[src/sv/one_pass_mean_variance_core_assert.svh]
// Assertion macros for the mean/variance core
`ifndef ONE_PASS_MEAN_VARIANCE_CORE_ASSERT_SVH
`define ONE_PASS_MEAN_VARIANCE_CORE_ASSERT_SVH
// a implies b in the cycle after
`define OPMV_ASSERT_NEXT(label, a, b, msg) \
  label: assert property (@(posedge clk) disable iff (rst) (a) |=> (b)) else $error(msg);
// a implies b in the same cycle
`define OPMV_ASSERT_NOW(label, a, b, msg) \
  label: assert property (@(posedge clk) disable iff (rst) (a) |-> (b)) else $error(msg);
`endif

[src/sv/opmv_pkg.sv]
`timescale 1ns / 1ps
package opmv_pkg;
  localparam int SAMPLE_BITS_DEF = 16;
  localparam int COUNT_LOG2_DEF  = 20;
  localparam int SAMPLE_W = 16;
  localparam int MEAN_W   = 32;
  localparam int VAR_W    = 48;
  localparam int CNT_W    = 21;
  localparam int SUM_W    = 36;
  localparam int SQ_W     = 52;
  localparam int FRAC_W   = 16;
  // numerator (n*sumsq - sum^2) << 16, fits below 2^90 for default ranges
  localparam int NUM_W    = 96;
  localparam int DEN_W    = 2 * CNT_W;
  localparam int MCYC_W   = 3;

  // controller -> datapath commands
  typedef struct packed {
    logic accum;      // add sample into accumulators
    logic snap;       // capture accumulators, clear them
    logic mul_step;   // advance multiply sequence
    logic div_init;   // load divider
    logic div_step;   // one quotient bit
    logic load_out;   // move quotient to output register
  } opmv_cmd_t;

  // datapath -> controller status
  typedef struct packed {
    logic mul_done;
    logic div_done;
  } opmv_stat_t;
endpackage

[src/sv/opmv_datapath.sv]
`timescale 1ns / 1ps
module opmv_datapath import opmv_pkg::*; #(
  parameter int SAMPLE_BITS = SAMPLE_BITS_DEF,
  parameter int COUNT_LOG2  = COUNT_LOG2_DEF
) (
  input  logic                clk,
  input  logic                rst,
  input  logic [SAMPLE_W-1:0] sample,
  input  opmv_cmd_t           cmd,
  output opmv_stat_t          stat,
  output logic [MEAN_W-1:0]   mean_fixed,
  output logic [VAR_W-1:0]    variance_fixed,
  output logic [CNT_W-1:0]    sample_count,
  output logic                overflow
);
  localparam logic [CNT_W-1:0] LIMIT = CNT_W'(1) << COUNT_LOG2;
  localparam int DCNT_W  = $clog2(NUM_W + 1);
  localparam logic [DCNT_W-1:0] DIV_LAST = DCNT_W'(NUM_W);
  // shared multiplier operand width and operand halves
  localparam int SQ_HALF  = SQ_W / 2;
  localparam int SUM_HALF = SUM_W / 2;
  localparam int MUL_W    = SQ_HALF;
  localparam logic [MCYC_W-1:0] MUL_LAST = MCYC_W'(6);

  logic [SUM_W-1:0] acc_sum;
  logic [SQ_W-1:0]  acc_sq;
  logic [CNT_W-1:0] acc_cnt;
  logic             acc_ovf;
  logic [SAMPLE_W-1:0] x;
  logic [2*SAMPLE_W-1:0] x_sq;

  // snapshot of a finished set
  logic [SUM_W-1:0] s_sum;
  logic [SQ_W-1:0]  s_sq;
  logic [CNT_W-1:0] s_cnt;
  logic             s_ovf;

  // product registers
  logic [MCYC_W-1:0] mcyc;
  logic [MUL_W-1:0]      mul_a, mul_b;
  logic [2*MUL_W-1:0]    mul_p;
  logic [SQ_W+CNT_W-1:0] p_nsq;
  logic [2*SUM_W-1:0]    p_ss;
  logic [DEN_W-1:0]      p_nn;
  logic [NUM_W-1:0]      num;

  // restoring divider state, variance and mean paths
  logic [NUM_W-1:0]  dq;
  logic [DEN_W:0]    drem;
  logic [DCNT_W-1:0] dcnt;
  logic [NUM_W-1:0]  mq;
  logic [DEN_W:0]    mrem;
  logic [DEN_W:0]    dtry, mtry;
  logic [DEN_W-1:0]  mden;

  assign x    = sample & SAMPLE_W'((64'd1 << SAMPLE_BITS) - 64'd1);
  assign x_sq = x * x;

  // running accumulators, saturate at the count limit
  always_ff @(posedge clk) begin
    if (rst || cmd.snap) begin
      acc_sum <= '0;
      acc_sq  <= '0;
      acc_cnt <= '0;
      acc_ovf <= 1'b0;
    end else if (cmd.accum) begin
      if (acc_cnt < LIMIT) begin
        acc_sum <= acc_sum + SUM_W'(x);
        acc_sq  <= acc_sq + SQ_W'(x_sq);
        acc_cnt <= acc_cnt + CNT_W'(1);
      end else begin
        acc_ovf <= 1'b1;
      end
    end
  end

  // snapshot includes the last sample's contribution
  always_ff @(posedge clk) begin
    if (cmd.snap) begin
      if (acc_cnt < LIMIT) begin
        s_sum <= acc_sum + SUM_W'(x);
        s_sq  <= acc_sq + SQ_W'(x_sq);
        s_cnt <= acc_cnt + CNT_W'(1);
        s_ovf <= acc_ovf;
      end else begin
        s_sum <= acc_sum;
        s_sq  <= acc_sq;
        s_cnt <= acc_cnt;
        s_ovf <= 1'b1;
      end
    end
  end

  // operand select for the shared multiplier, one partial product per step
  always_comb begin
    unique case (mcyc)
      3'd0: begin
        mul_a = MUL_W'(s_cnt);
        mul_b = s_sq[SQ_HALF-1:0];
      end
      3'd1: begin
        mul_a = MUL_W'(s_cnt);
        mul_b = s_sq[SQ_W-1:SQ_HALF];
      end
      3'd2: begin
        mul_a = MUL_W'(s_sum[SUM_HALF-1:0]);
        mul_b = MUL_W'(s_sum[SUM_HALF-1:0]);
      end
      3'd3: begin
        mul_a = MUL_W'(s_sum[SUM_HALF-1:0]);
        mul_b = MUL_W'(s_sum[SUM_W-1:SUM_HALF]);
      end
      3'd4: begin
        mul_a = MUL_W'(s_sum[SUM_W-1:SUM_HALF]);
        mul_b = MUL_W'(s_sum[SUM_W-1:SUM_HALF]);
      end
      3'd5: begin
        mul_a = MUL_W'(s_cnt);
        mul_b = MUL_W'(s_cnt);
      end
      default: begin
        mul_a = '0;
        mul_b = '0;
      end
    endcase
  end
  assign mul_p = mul_a * mul_b;

  // multiply sequence: n*sumsq in two steps, sum^2 in three, n*n, then subtract
  always_ff @(posedge clk) begin
    if (cmd.snap) begin
      mcyc <= '0;
    end else if (cmd.mul_step) begin
      unique case (mcyc)
        3'd0: p_nsq <= (SQ_W+CNT_W)'(mul_p);
        3'd1: p_nsq <= p_nsq + ((SQ_W+CNT_W)'(mul_p) << SQ_HALF);
        3'd2: p_ss  <= (2*SUM_W)'(mul_p);
        // cross term counted twice
        3'd3: p_ss  <= p_ss + ((2*SUM_W)'(mul_p) << (SUM_HALF + 1));
        3'd4: p_ss  <= p_ss + ((2*SUM_W)'(mul_p) << (2*SUM_HALF));
        3'd5: p_nn  <= mul_p[DEN_W-1:0];
        default: num <= (NUM_W'(p_nsq) - NUM_W'(p_ss)) << FRAC_W;
      endcase
      mcyc <= mcyc + MCYC_W'(1);
    end
  end
  assign stat.mul_done = (mcyc == MUL_LAST);

  // two restoring dividers run in lockstep, one bit per cycle
  assign dtry = {drem[DEN_W-1:0], dq[NUM_W-1]} - {1'b0, p_nn};
  assign mtry = {mrem[DEN_W-1:0], mq[NUM_W-1]} - {1'b0, mden};

  always_ff @(posedge clk) begin
    if (cmd.div_init) begin
      dq   <= num;
      drem <= '0;
      mq   <= NUM_W'({s_sum, FRAC_W'(0)});
      mrem <= '0;
      mden <= DEN_W'(s_cnt);
      dcnt <= '0;
    end else if (cmd.div_step) begin
      if (!dtry[DEN_W]) begin
        drem <= dtry;
        dq   <= {dq[NUM_W-2:0], 1'b1};
      end else begin
        drem <= {drem[DEN_W-1:0], dq[NUM_W-1]};
        dq   <= {dq[NUM_W-2:0], 1'b0};
      end
      if (!mtry[DEN_W]) begin
        mrem <= mtry;
        mq   <= {mq[NUM_W-2:0], 1'b1};
      end else begin
        mrem <= {mrem[DEN_W-1:0], mq[NUM_W-1]};
        mq   <= {mq[NUM_W-2:0], 1'b0};
      end
      dcnt <= dcnt + DCNT_W'(1);
    end
  end
  assign stat.div_done = (dcnt == DIV_LAST);

  // result register
  always_ff @(posedge clk) begin
    if (cmd.load_out) begin
      mean_fixed     <= mq[MEAN_W-1:0];
      variance_fixed <= dq[VAR_W-1:0];
      sample_count   <= s_cnt;
      overflow       <= s_ovf;
    end
  end
endmodule

[src/sv/opmv_ctrl.sv]
`timescale 1ns / 1ps
module opmv_ctrl import opmv_pkg::*; (
  input  logic       clk,
  input  logic       rst,
  input  logic       in_valid,
  output logic       in_ready,
  input  logic       last,
  output logic       out_valid,
  input  logic       out_ready,
  input  opmv_stat_t stat,
  output opmv_cmd_t  cmd
);
  typedef enum logic [2:0] {S_ACC, S_MUL, S_DINIT, S_DIV, S_OUT} state_t;
  state_t state;
  logic   xfer;

  assign in_ready = (state == S_ACC);
  assign xfer     = in_valid && in_ready;

  always_comb begin
    cmd          = '0;
    cmd.accum    = xfer && !last;
    cmd.snap     = xfer && last;
    cmd.mul_step = (state == S_MUL);
    cmd.div_init = (state == S_DINIT);
    cmd.div_step = (state == S_DIV) && !stat.div_done;
    cmd.load_out = (state == S_OUT) && !(out_valid && !out_ready);
  end

  always_ff @(posedge clk) begin
    if (rst) begin
      state     <= S_ACC;
      out_valid <= 1'b0;
    end else begin
      if (cmd.load_out) begin
        out_valid <= 1'b1;
      end else if (out_ready) begin
        out_valid <= 1'b0;
      end
      unique case (state)
        S_ACC:   if (xfer && last) state <= S_MUL;
        S_MUL:   if (stat.mul_done) state <= S_DINIT;
        S_DINIT: state <= S_DIV;
        S_DIV:   if (stat.div_done) state <= S_OUT;
        S_OUT:   if (cmd.load_out) state <= S_ACC;
        default: state <= S_ACC;
      endcase
    end
  end
endmodule

[src/sv/one_pass_mean_variance_core.sv]
`timescale 1ns / 1ps
// Streaming population mean and variance.
// Input channel: sample, last with in_valid/in_ready. Samples not marked last
// are taken one per cycle and added into running sum, sum of squares, count.
// The transfer with last = 1 closes the set; after it the block forms the
// products (one shared 26x26 multiplier), loads the divider, runs a 96-bit
// bit-serial restoring divider and then loads the output register, which
// raises out_valid; the load waits until the output register is free.
// in_ready is low from the last transfer until the result is loaded.
// Output channel: mean_fixed (Q16.16), variance_fixed (Q32.16), sample_count,
// overflow with out_valid/out_ready, held in an output register. The next set
// may be accumulated while a result waits; a new result is not loaded until
// the prior one is taken, so a stalled receiver holds in_ready low.
// Beyond 2^COUNT_LOG2 samples further samples are dropped and overflow set.
// Reset (rst, synchronous) clears accumulators and empties the output.
module one_pass_mean_variance_core import opmv_pkg::*; #(
  parameter int SAMPLE_BITS = SAMPLE_BITS_DEF,
  parameter int COUNT_LOG2  = COUNT_LOG2_DEF
) (
  input  logic                clk,
  input  logic                rst,
  input  logic                in_valid,
  output logic                in_ready,
  input  logic [SAMPLE_W-1:0] sample,
  input  logic                last,
  output logic                out_valid,
  input  logic                out_ready,
  output logic [MEAN_W-1:0]   mean_fixed,
  output logic [VAR_W-1:0]    variance_fixed,
  output logic [CNT_W-1:0]    sample_count,
  output logic                overflow
);
  opmv_cmd_t  cmd;
  opmv_stat_t stat;

  opmv_ctrl u_ctrl (
    .clk, .rst, .in_valid, .in_ready, .last, .out_valid, .out_ready,
    .stat, .cmd
  );

  opmv_datapath #(.SAMPLE_BITS(SAMPLE_BITS), .COUNT_LOG2(COUNT_LOG2)) u_dp (
    .clk, .rst, .sample, .cmd, .stat,
    .mean_fixed, .variance_fixed, .sample_count, .overflow
  );

`include "one_pass_mean_variance_core_assert.svh"
  `OPMV_ASSERT_NEXT(a_snap_blocks, cmd.snap, !in_ready, "input taken during compute")
  `OPMV_ASSERT_NOW(a_cnt_nonzero, out_valid, sample_count != '0, "empty set reported")
  `OPMV_ASSERT_NOW(a_one_cmd, cmd.div_step, !cmd.mul_step && !cmd.accum,
                   "divider overlaps other work")
endmodule

[config.mk]
export PLATFORM = sky130hd
export DESIGN_NAME = one_pass_mean_variance_core
export DESIGN_NICKNAME = d
export VERILOG_FILES = /design/src/sv/opmv_pkg.sv /design/src/sv/opmv_datapath.sv /design/src/sv/opmv_ctrl.sv /design/src/sv/one_pass_mean_variance_core.sv
export VERILOG_INCLUDE_DIRS = /design/src /design/src/sv
export SDC_FILE = /design/constraint.sdc
export NUM_CORES = 2
export LEC_CHECK = 0
export BUFFER_PORTS_ARGS = -buffer_cell sky130_fd_sc_hd__buf_2
export CORE_MARGIN = 5
export CORE_UTILIZATION = 51
export DETAILED_ROUTE_END_ITERATION = 10
export GPL_TIMING_DRIVEN = 0
export PLACE_DENSITY_LB_ADDON = 0.15
export SYNTH_ARGS = -nofsm -noshare
export SYNTH_HDL_FRONTEND = slang
export SYNTH_HIERARCHICAL = 1
export SYNTH_SLANG_ARGS = --single-unit
export TNS_END_PERCENT = 100
[constraint.sdc]
create_clock -name clk -period 13 [get_ports clk]
set_input_delay 0.65 -clock clk [delete_from_list [all_inputs] [get_ports clk]]
set_output_delay 0.65 -clock clk [all_outputs]
set_load 0.1 [all_outputs]
Word level (Yosys, flattened, before mapping)
Index checks and enable logic that the tools add are counted.

Register bits after elaboration: 900. Input port bits: 21. Output and inout port bits: 104. Word-level logic and storage cells: 107.

Add/sub/neg operators: 11. Multiply operators: 2. Order comparisons: 1. Eq/ne operators: 15. Mux-type cells: 23. Bitwise operators: 2. Reductions and logical operators: 26.

Operators by type and width (count): $pmux W72 S3 (1); $mux W96 (2); $mux W52 (3); $pmux W73 S2 (1); $pmux W26 S5 (1); $mux W42 (2); $sub A73 B72 Y74 (1); $add A73 B73 Y73 (1); $add A72 B71 Y72 (1); $add A72 B72 Y72 (1); $pmux W21 S3 (1); $add A52 B32 Y52 (1); $mul A21 B26 Y47 (1); $sub A43 B21 Y43 (1); $sub A43 B42 Y43 (1); $add A36 B16 Y36 (1); $mux W36 (1); $mul A16 B16 Y32 (1); $add A21 B1 Y21 const B (1); $lt A21 B21 Y1 const B (1); $mux W21 (1); $pmux W3 S5 (1); $eq A3 B2 Y1 const B (4); $eq A3 B3 Y1 const B (4); other kinds (20) (46).

Logic depth before layout (Yosys ltp)
Word-level depth: 6. Mapped depth: 50. Depth with buffers taken out: 45.

Modules after synthesis
The synthesis kept the hierarchy.

Modules (own cells, without submodules): opmv_datapath (times used 1, cells an instance 7850, area each 75244.7 µm², sequential area each 24083.1 µm²); opmv_ctrl (times used 1, cells an instance 25, area each 254.0 µm², sequential area each 80.1 µm²).

Worst setup path after synthesis
OpenSTA, ideal clock, no wires.

Path type: reg-to-reg. From: register u_dp.mcyc[0]. To: register u_dp.p_ss[70], data pin. Arrival: 10.789 ns. Data required time: 12.864 ns. Path slack: 2.075 ns. Stages on the path, launching flop included: 50. Path buffers: 5. Period minus slack after synthesis: 10.925 ns. Cells stage by stage: dfxtp_1 > inv_1 > ha_1 > nor2b_1 > clkbuf_1 > or2_2 > clkbuf_1 > clkbuf_1 > clkbuf_1 > a22oi_1 > nand2_1 > clkbuf_1 > nand2_1 > fa_1 > inv_1 > fa_1 > inv_1 > fa_1 > [... 14 more ...] > o21ai_0 > or3b_2 > nand2_1 > xnor2_1 > inv_1 > ha_1 > a21oi_1 > nor2b_1 > o21ai_0 > nand2b_1 > a21oi_1 > o21ai_0 > a21oi_1 > o21ai_1 > a221oi_1 > o21ai_0 > or4_1 > nand3_1.

Word-level cells in the longest chain between the ends: 6.

Ends and longest elaborated chain: start: declaration (RTL line opmv_datapath.sv:39) `logic [MCYC_W-1:0] mcyc;`; start signal: assignment (RTL line opmv_datapath.sv:144) `mcyc <= mcyc + MCYC_W'(1);`; $eq A3 B1 Y1, or another cell as far along (RTL line opmv_datapath.sv:96) `unique case (mcyc)`; $reduce_or A3 Y1 (no source line) / $reduce_or A2 Y1 (equally long branches); $pmux W21 S3 / $pmux W26 S5 (equally long branches) (RTL line opmv_datapath.sv:96); $mul A21 B26 Y47 (*) (RTL line opmv_datapath.sv:127) `assign mul_p = mul_a * mul_b;`; net u_dp.mul_p[36] (RTL line opmv_datapath.sv:41) `logic [2*MUL_W-1:0] mul_p;`; $add A72 B71 Y72 (*) (RTL line opmv_datapath.sv:139) `3'd3: p_ss <= p_ss + ((2*SUM_W)'(mul_p) << (SUM_HALF + 1));`; $pmux W72 S3 (*) (RTL line opmv_datapath.sv:134) `unique case (mcyc)`; end signal: assignment (RTL line opmv_datapath.sv:137) `3'd2: p_ss <= (2*SUM_W)'(mul_p);`; end signal: assignment (RTL line opmv_datapath.sv:139); end signal: assignment (RTL line opmv_datapath.sv:140) `3'd4: p_ss <= p_ss + ((2*SUM_W)'(mul_p) << (2*SUM_HALF));`; end: declaration (RTL line opmv_datapath.sv:43) `logic [2*SUM_W-1:0] p_ss;`.

The timed path passes the listed nets; every way through them passes the cells marked *. A chain may end at the register's enable or synchronous reset.

Worst setup path in the final report
Ends and elaborated chain as after synthesis.

==> impl_results.md <==
* Period minus WS final at roughly 13 ns
* Critical path type: register to register
* Largest cells by area after synthesis: edfxtp_1 25%, fa_1 17%, ha_1 9.3%, dfxtp_1 7.1%, inv_1 5.1%
* Pre-CTS WS at -2.972 ns
* Via-per-instance ratio at 5.858
* CP endpoint kind: register
* CP max stage delay at between 0.8 and 0.9 ns
* Endpoints failing hold at 0
* Clk buf depth at 3
* Routed WL at 262.1 mm
* Post-synth EDFFs at 626
* Reg clk slew, reported paths at 0.07 ns
* GR Layer Usage met3 at 7.803%
* Crit path DAT at about 13 ns
* M1 GR Usage at 43.04%
* Initial antenna violation count at 13
* Hold Path Class: input port to register
* I/O pin count at around 130
* Die ar. at 155800 µm²
* TritonCTS clock tree: yes
* Final core occ at between 50 and 60%
* Max Cap Viol at 2
* Nets at between 9k and 10k
* Wire length per cell at between 20 and 30 µm
* #FFs+latches synth at 894
* Tightest Pin Transition at about 1.5 ns
* Slew margin rel. at -2.516%
* WP data required at 13.43 ns
* Sequential area share after synthesis at approximately 32%
* Root Buffer: clkbuf_16
* Placer Congestion at 1.055
* Hold slack at 0.4110 ns
* Critical Path Slowest Stage Cell: buf_1
* Die Wd at 394.8 µm
* First-pass DRT Iterations at 6
* GRT overflow at 0
* Post-synth top flop: edfxtp_1
* CTS Hold Bufs at 0
* DR DRC count at 0
* Max Slew Vio Count at 18
* CP startpoint: u_dp/mcyc[0]
* Crit start category: register
* Antenna-violating nets left at 0
* Post-Synthesis Cell Area at 75500 µm²
* Status: complete, but fails checks
* Number of global-route vias before repair at 59.38k
* Yosys warns at 6
* Synth area leader: edfxtp_1
* Violated checks: max-capacitance violations, max-slew violations
* Port Buf Inserts at 124
* Yosys top cell area share at 24.90%
* Netlist cell types at 89
* Met2 usage at 52.55%
* Crit-path max FO at 10
* Initial DRC Count at 5008
* Number of buffers created by CTS at 98
* CP most frequent cell: fa_1
* Worst R2R Start: u_dp/mcyc[0]
* Detail Placement HPWL at roughly 210 mm
* Post-Synthesis Cells at 7875
* Rows at 141
* Worst R2R Setup Slack at 0.23 ns
* Final worst-path setup slack at 0.2328 ns
* Reg2reg end: u_dp/p_ss[70]
* Fmax at 0.07833 GHz
* H-tree depth at 3
* Clock Sinks at 894
* Skew-Pair Late Insertion Delay at 0.76 ns
* Gr busiest metal: met2
* Clock Skew at about 0.084 ns
* Via count at 59.61k
* Share of cells above drive strength 1 at a little under 8%
* GRT Total Usage at approximately 33%
* Largest net degree at the start of global routing at 99
* Asr flop ratio synth at 0%
* Critical Path End: u_dp/p_ss[70]
* Area growth syn-to-layout at 10.31%
* R2R depth at 34
* Post-synthesis average cell area at roughly 9.6 µm²
* Syn Nets at 9116
* Core area at 147500 µm²
* First-pass GRT wire length at between 300 and 400 mm
* Initial core utilization at 51.19%
* Setup TNS at 0 ns
* Die H at 394.8 µm
* RSZ-0062 raised after global routing: true
* Final worst path period share at a little over nine tenths
* Setup-failing EPs final at 0
kinds of logic after synthesis:
kind of cell / share of synthesized area, %
buffers and inverters: 6.793
xor gates and xnor gates: 5.184
muxes: 2.980
adders and majority gates: 26.75
DFF: 32.00
and+or+nand+nor: 13.17
AOI/OAI and AO/OA: 13.11
cells in the final DEF, fill, tap and decap left out, types with 29 or more instances in the layout:
cell type and count:
mux2i_1 113, a31oi_1 48, a21oi_1 389, o21ai_0 279, a21o_1 248, mux2_2 98, nand2b_1 58, nor2_1 724
nor2b_1 80, inv_1 1009, o21bai_1 47, and2_1 107, ha_1 561, or3_1 39, buf_2 133, clkbuf_1 255
o22ai_1 33, nand4_1 63, fa_1 657, nand3_1 108, o21a_1 47, xnor2_1 246, nand2_1 836, buf_4 51
a22o_1 47, xor2_1 171, a211oi_1 78, clkbuf_2 35, edfxtp_1 626, nor3_1 67, clkbuf_16 99, and3_1 53
o211ai_1 29, dfxtp_1 268
worst min path at each step:
stage,to,startpoint,depth (start not counted),slack [ns]
detailed placement,u_dp/overflow,u_dp/s_ovf,0,0.41
global route,u_ctrl/state[0],rst,2,0.38
finish,u_ctrl/out_valid,rst,2,0.41
CTS,u_ctrl/out_valid,rst,2,0.32
global placement,u_dp/overflow,u_dp/s_ovf,0,0.42
floorplan,u_dp/overflow,u_dp/s_ovf,0,0.40
metrics by stage:
stage | instances | instance area (µm²)
finish | 10180 | 83280
global route | 10170 | 83260
CTS | 10160 | 83080
detailed placement | 9965 | 79250
global placement | 9929 | 78530
floorplan | 7875 | 75500
registers in the layout (all words and copies together) (netlist names), 32 cells and up:
signal / cells
u_dp/variance_fixed: 48
u_dp/p_ss: 72
u_dp/dq: 96
u_dp/mq: 96
u_dp/s_sq: 52
u_dp/s_sum: 36
u_dp/p_nn: 42
u_dp/acc_sq: 52
u_dp/mrem: 42
u_dp/p_nsq: 73
u_dp/num: 74
u_dp/drem: 42
u_dp/acc_sum: 36
u_dp/mean_fixed: 32
worst max-delay path, delay by kind of cell (launching register included):
family	cells	cell delay, ns
XOR/XNOR	1	0.60
AO/OA/AOI/OAI	7	1.97
buffers and inverters	6	2.12
flip-flops	1	0.44
adder cells (fa/ha/maj)	10	4.40
AND/OR/NAND/NOR	10	2.89
cell type report:
cell class | instances | area [µm²]
diodes | 8 | 20.02
multi-input cells | 5624 | 46700
well taps | 1930 | 2415
clock buffers | 117 | 2555
inverters | 1021 | 3867
repair buffers | 201 | 1513
clock inverters | 64 | 730.7
flip-flops and latches | 894 | 24160
plain buffers | 317 | 1324
fillers | 13310 | 64200
layer usage:
metal / vias up / routed length, µm
met5: - / 44
met4: 6 / 16160
met3: 559 / 22800
met2: 2540 / 116900
met1: 29310 / 106200
li1: 27200 / -
Yosys cell counts, drive strengths merged (33+ instances only):
cell,instances
o21a,47
o22ai,33
fa,657
a21o,248
o21ai,294
o21bai,47
nor2,727
clkbuf,306
ha,563
nor3,70
or3,39
nand4,63
and3,54
xor2,182
a31oi,53
edfxtp,626
xnor2,264
nand2b,58
and2,115
a21oi,394
a211oi,78
nand2,840
nand3,108
nor2b,81
inv,1021
a22o,47
mux2i,113
mux2,99
dfxtp,268
repair_timing:
item,in CTS,in global routing
setup endpoints to repair,65,26
setup buffers,28,13
resized for setup,99,65
pin swaps,6,9
Power is left out: the tool's default activity adds up to more than one toggle a clock period on the data nets, which glitch-free logic cannot reach.
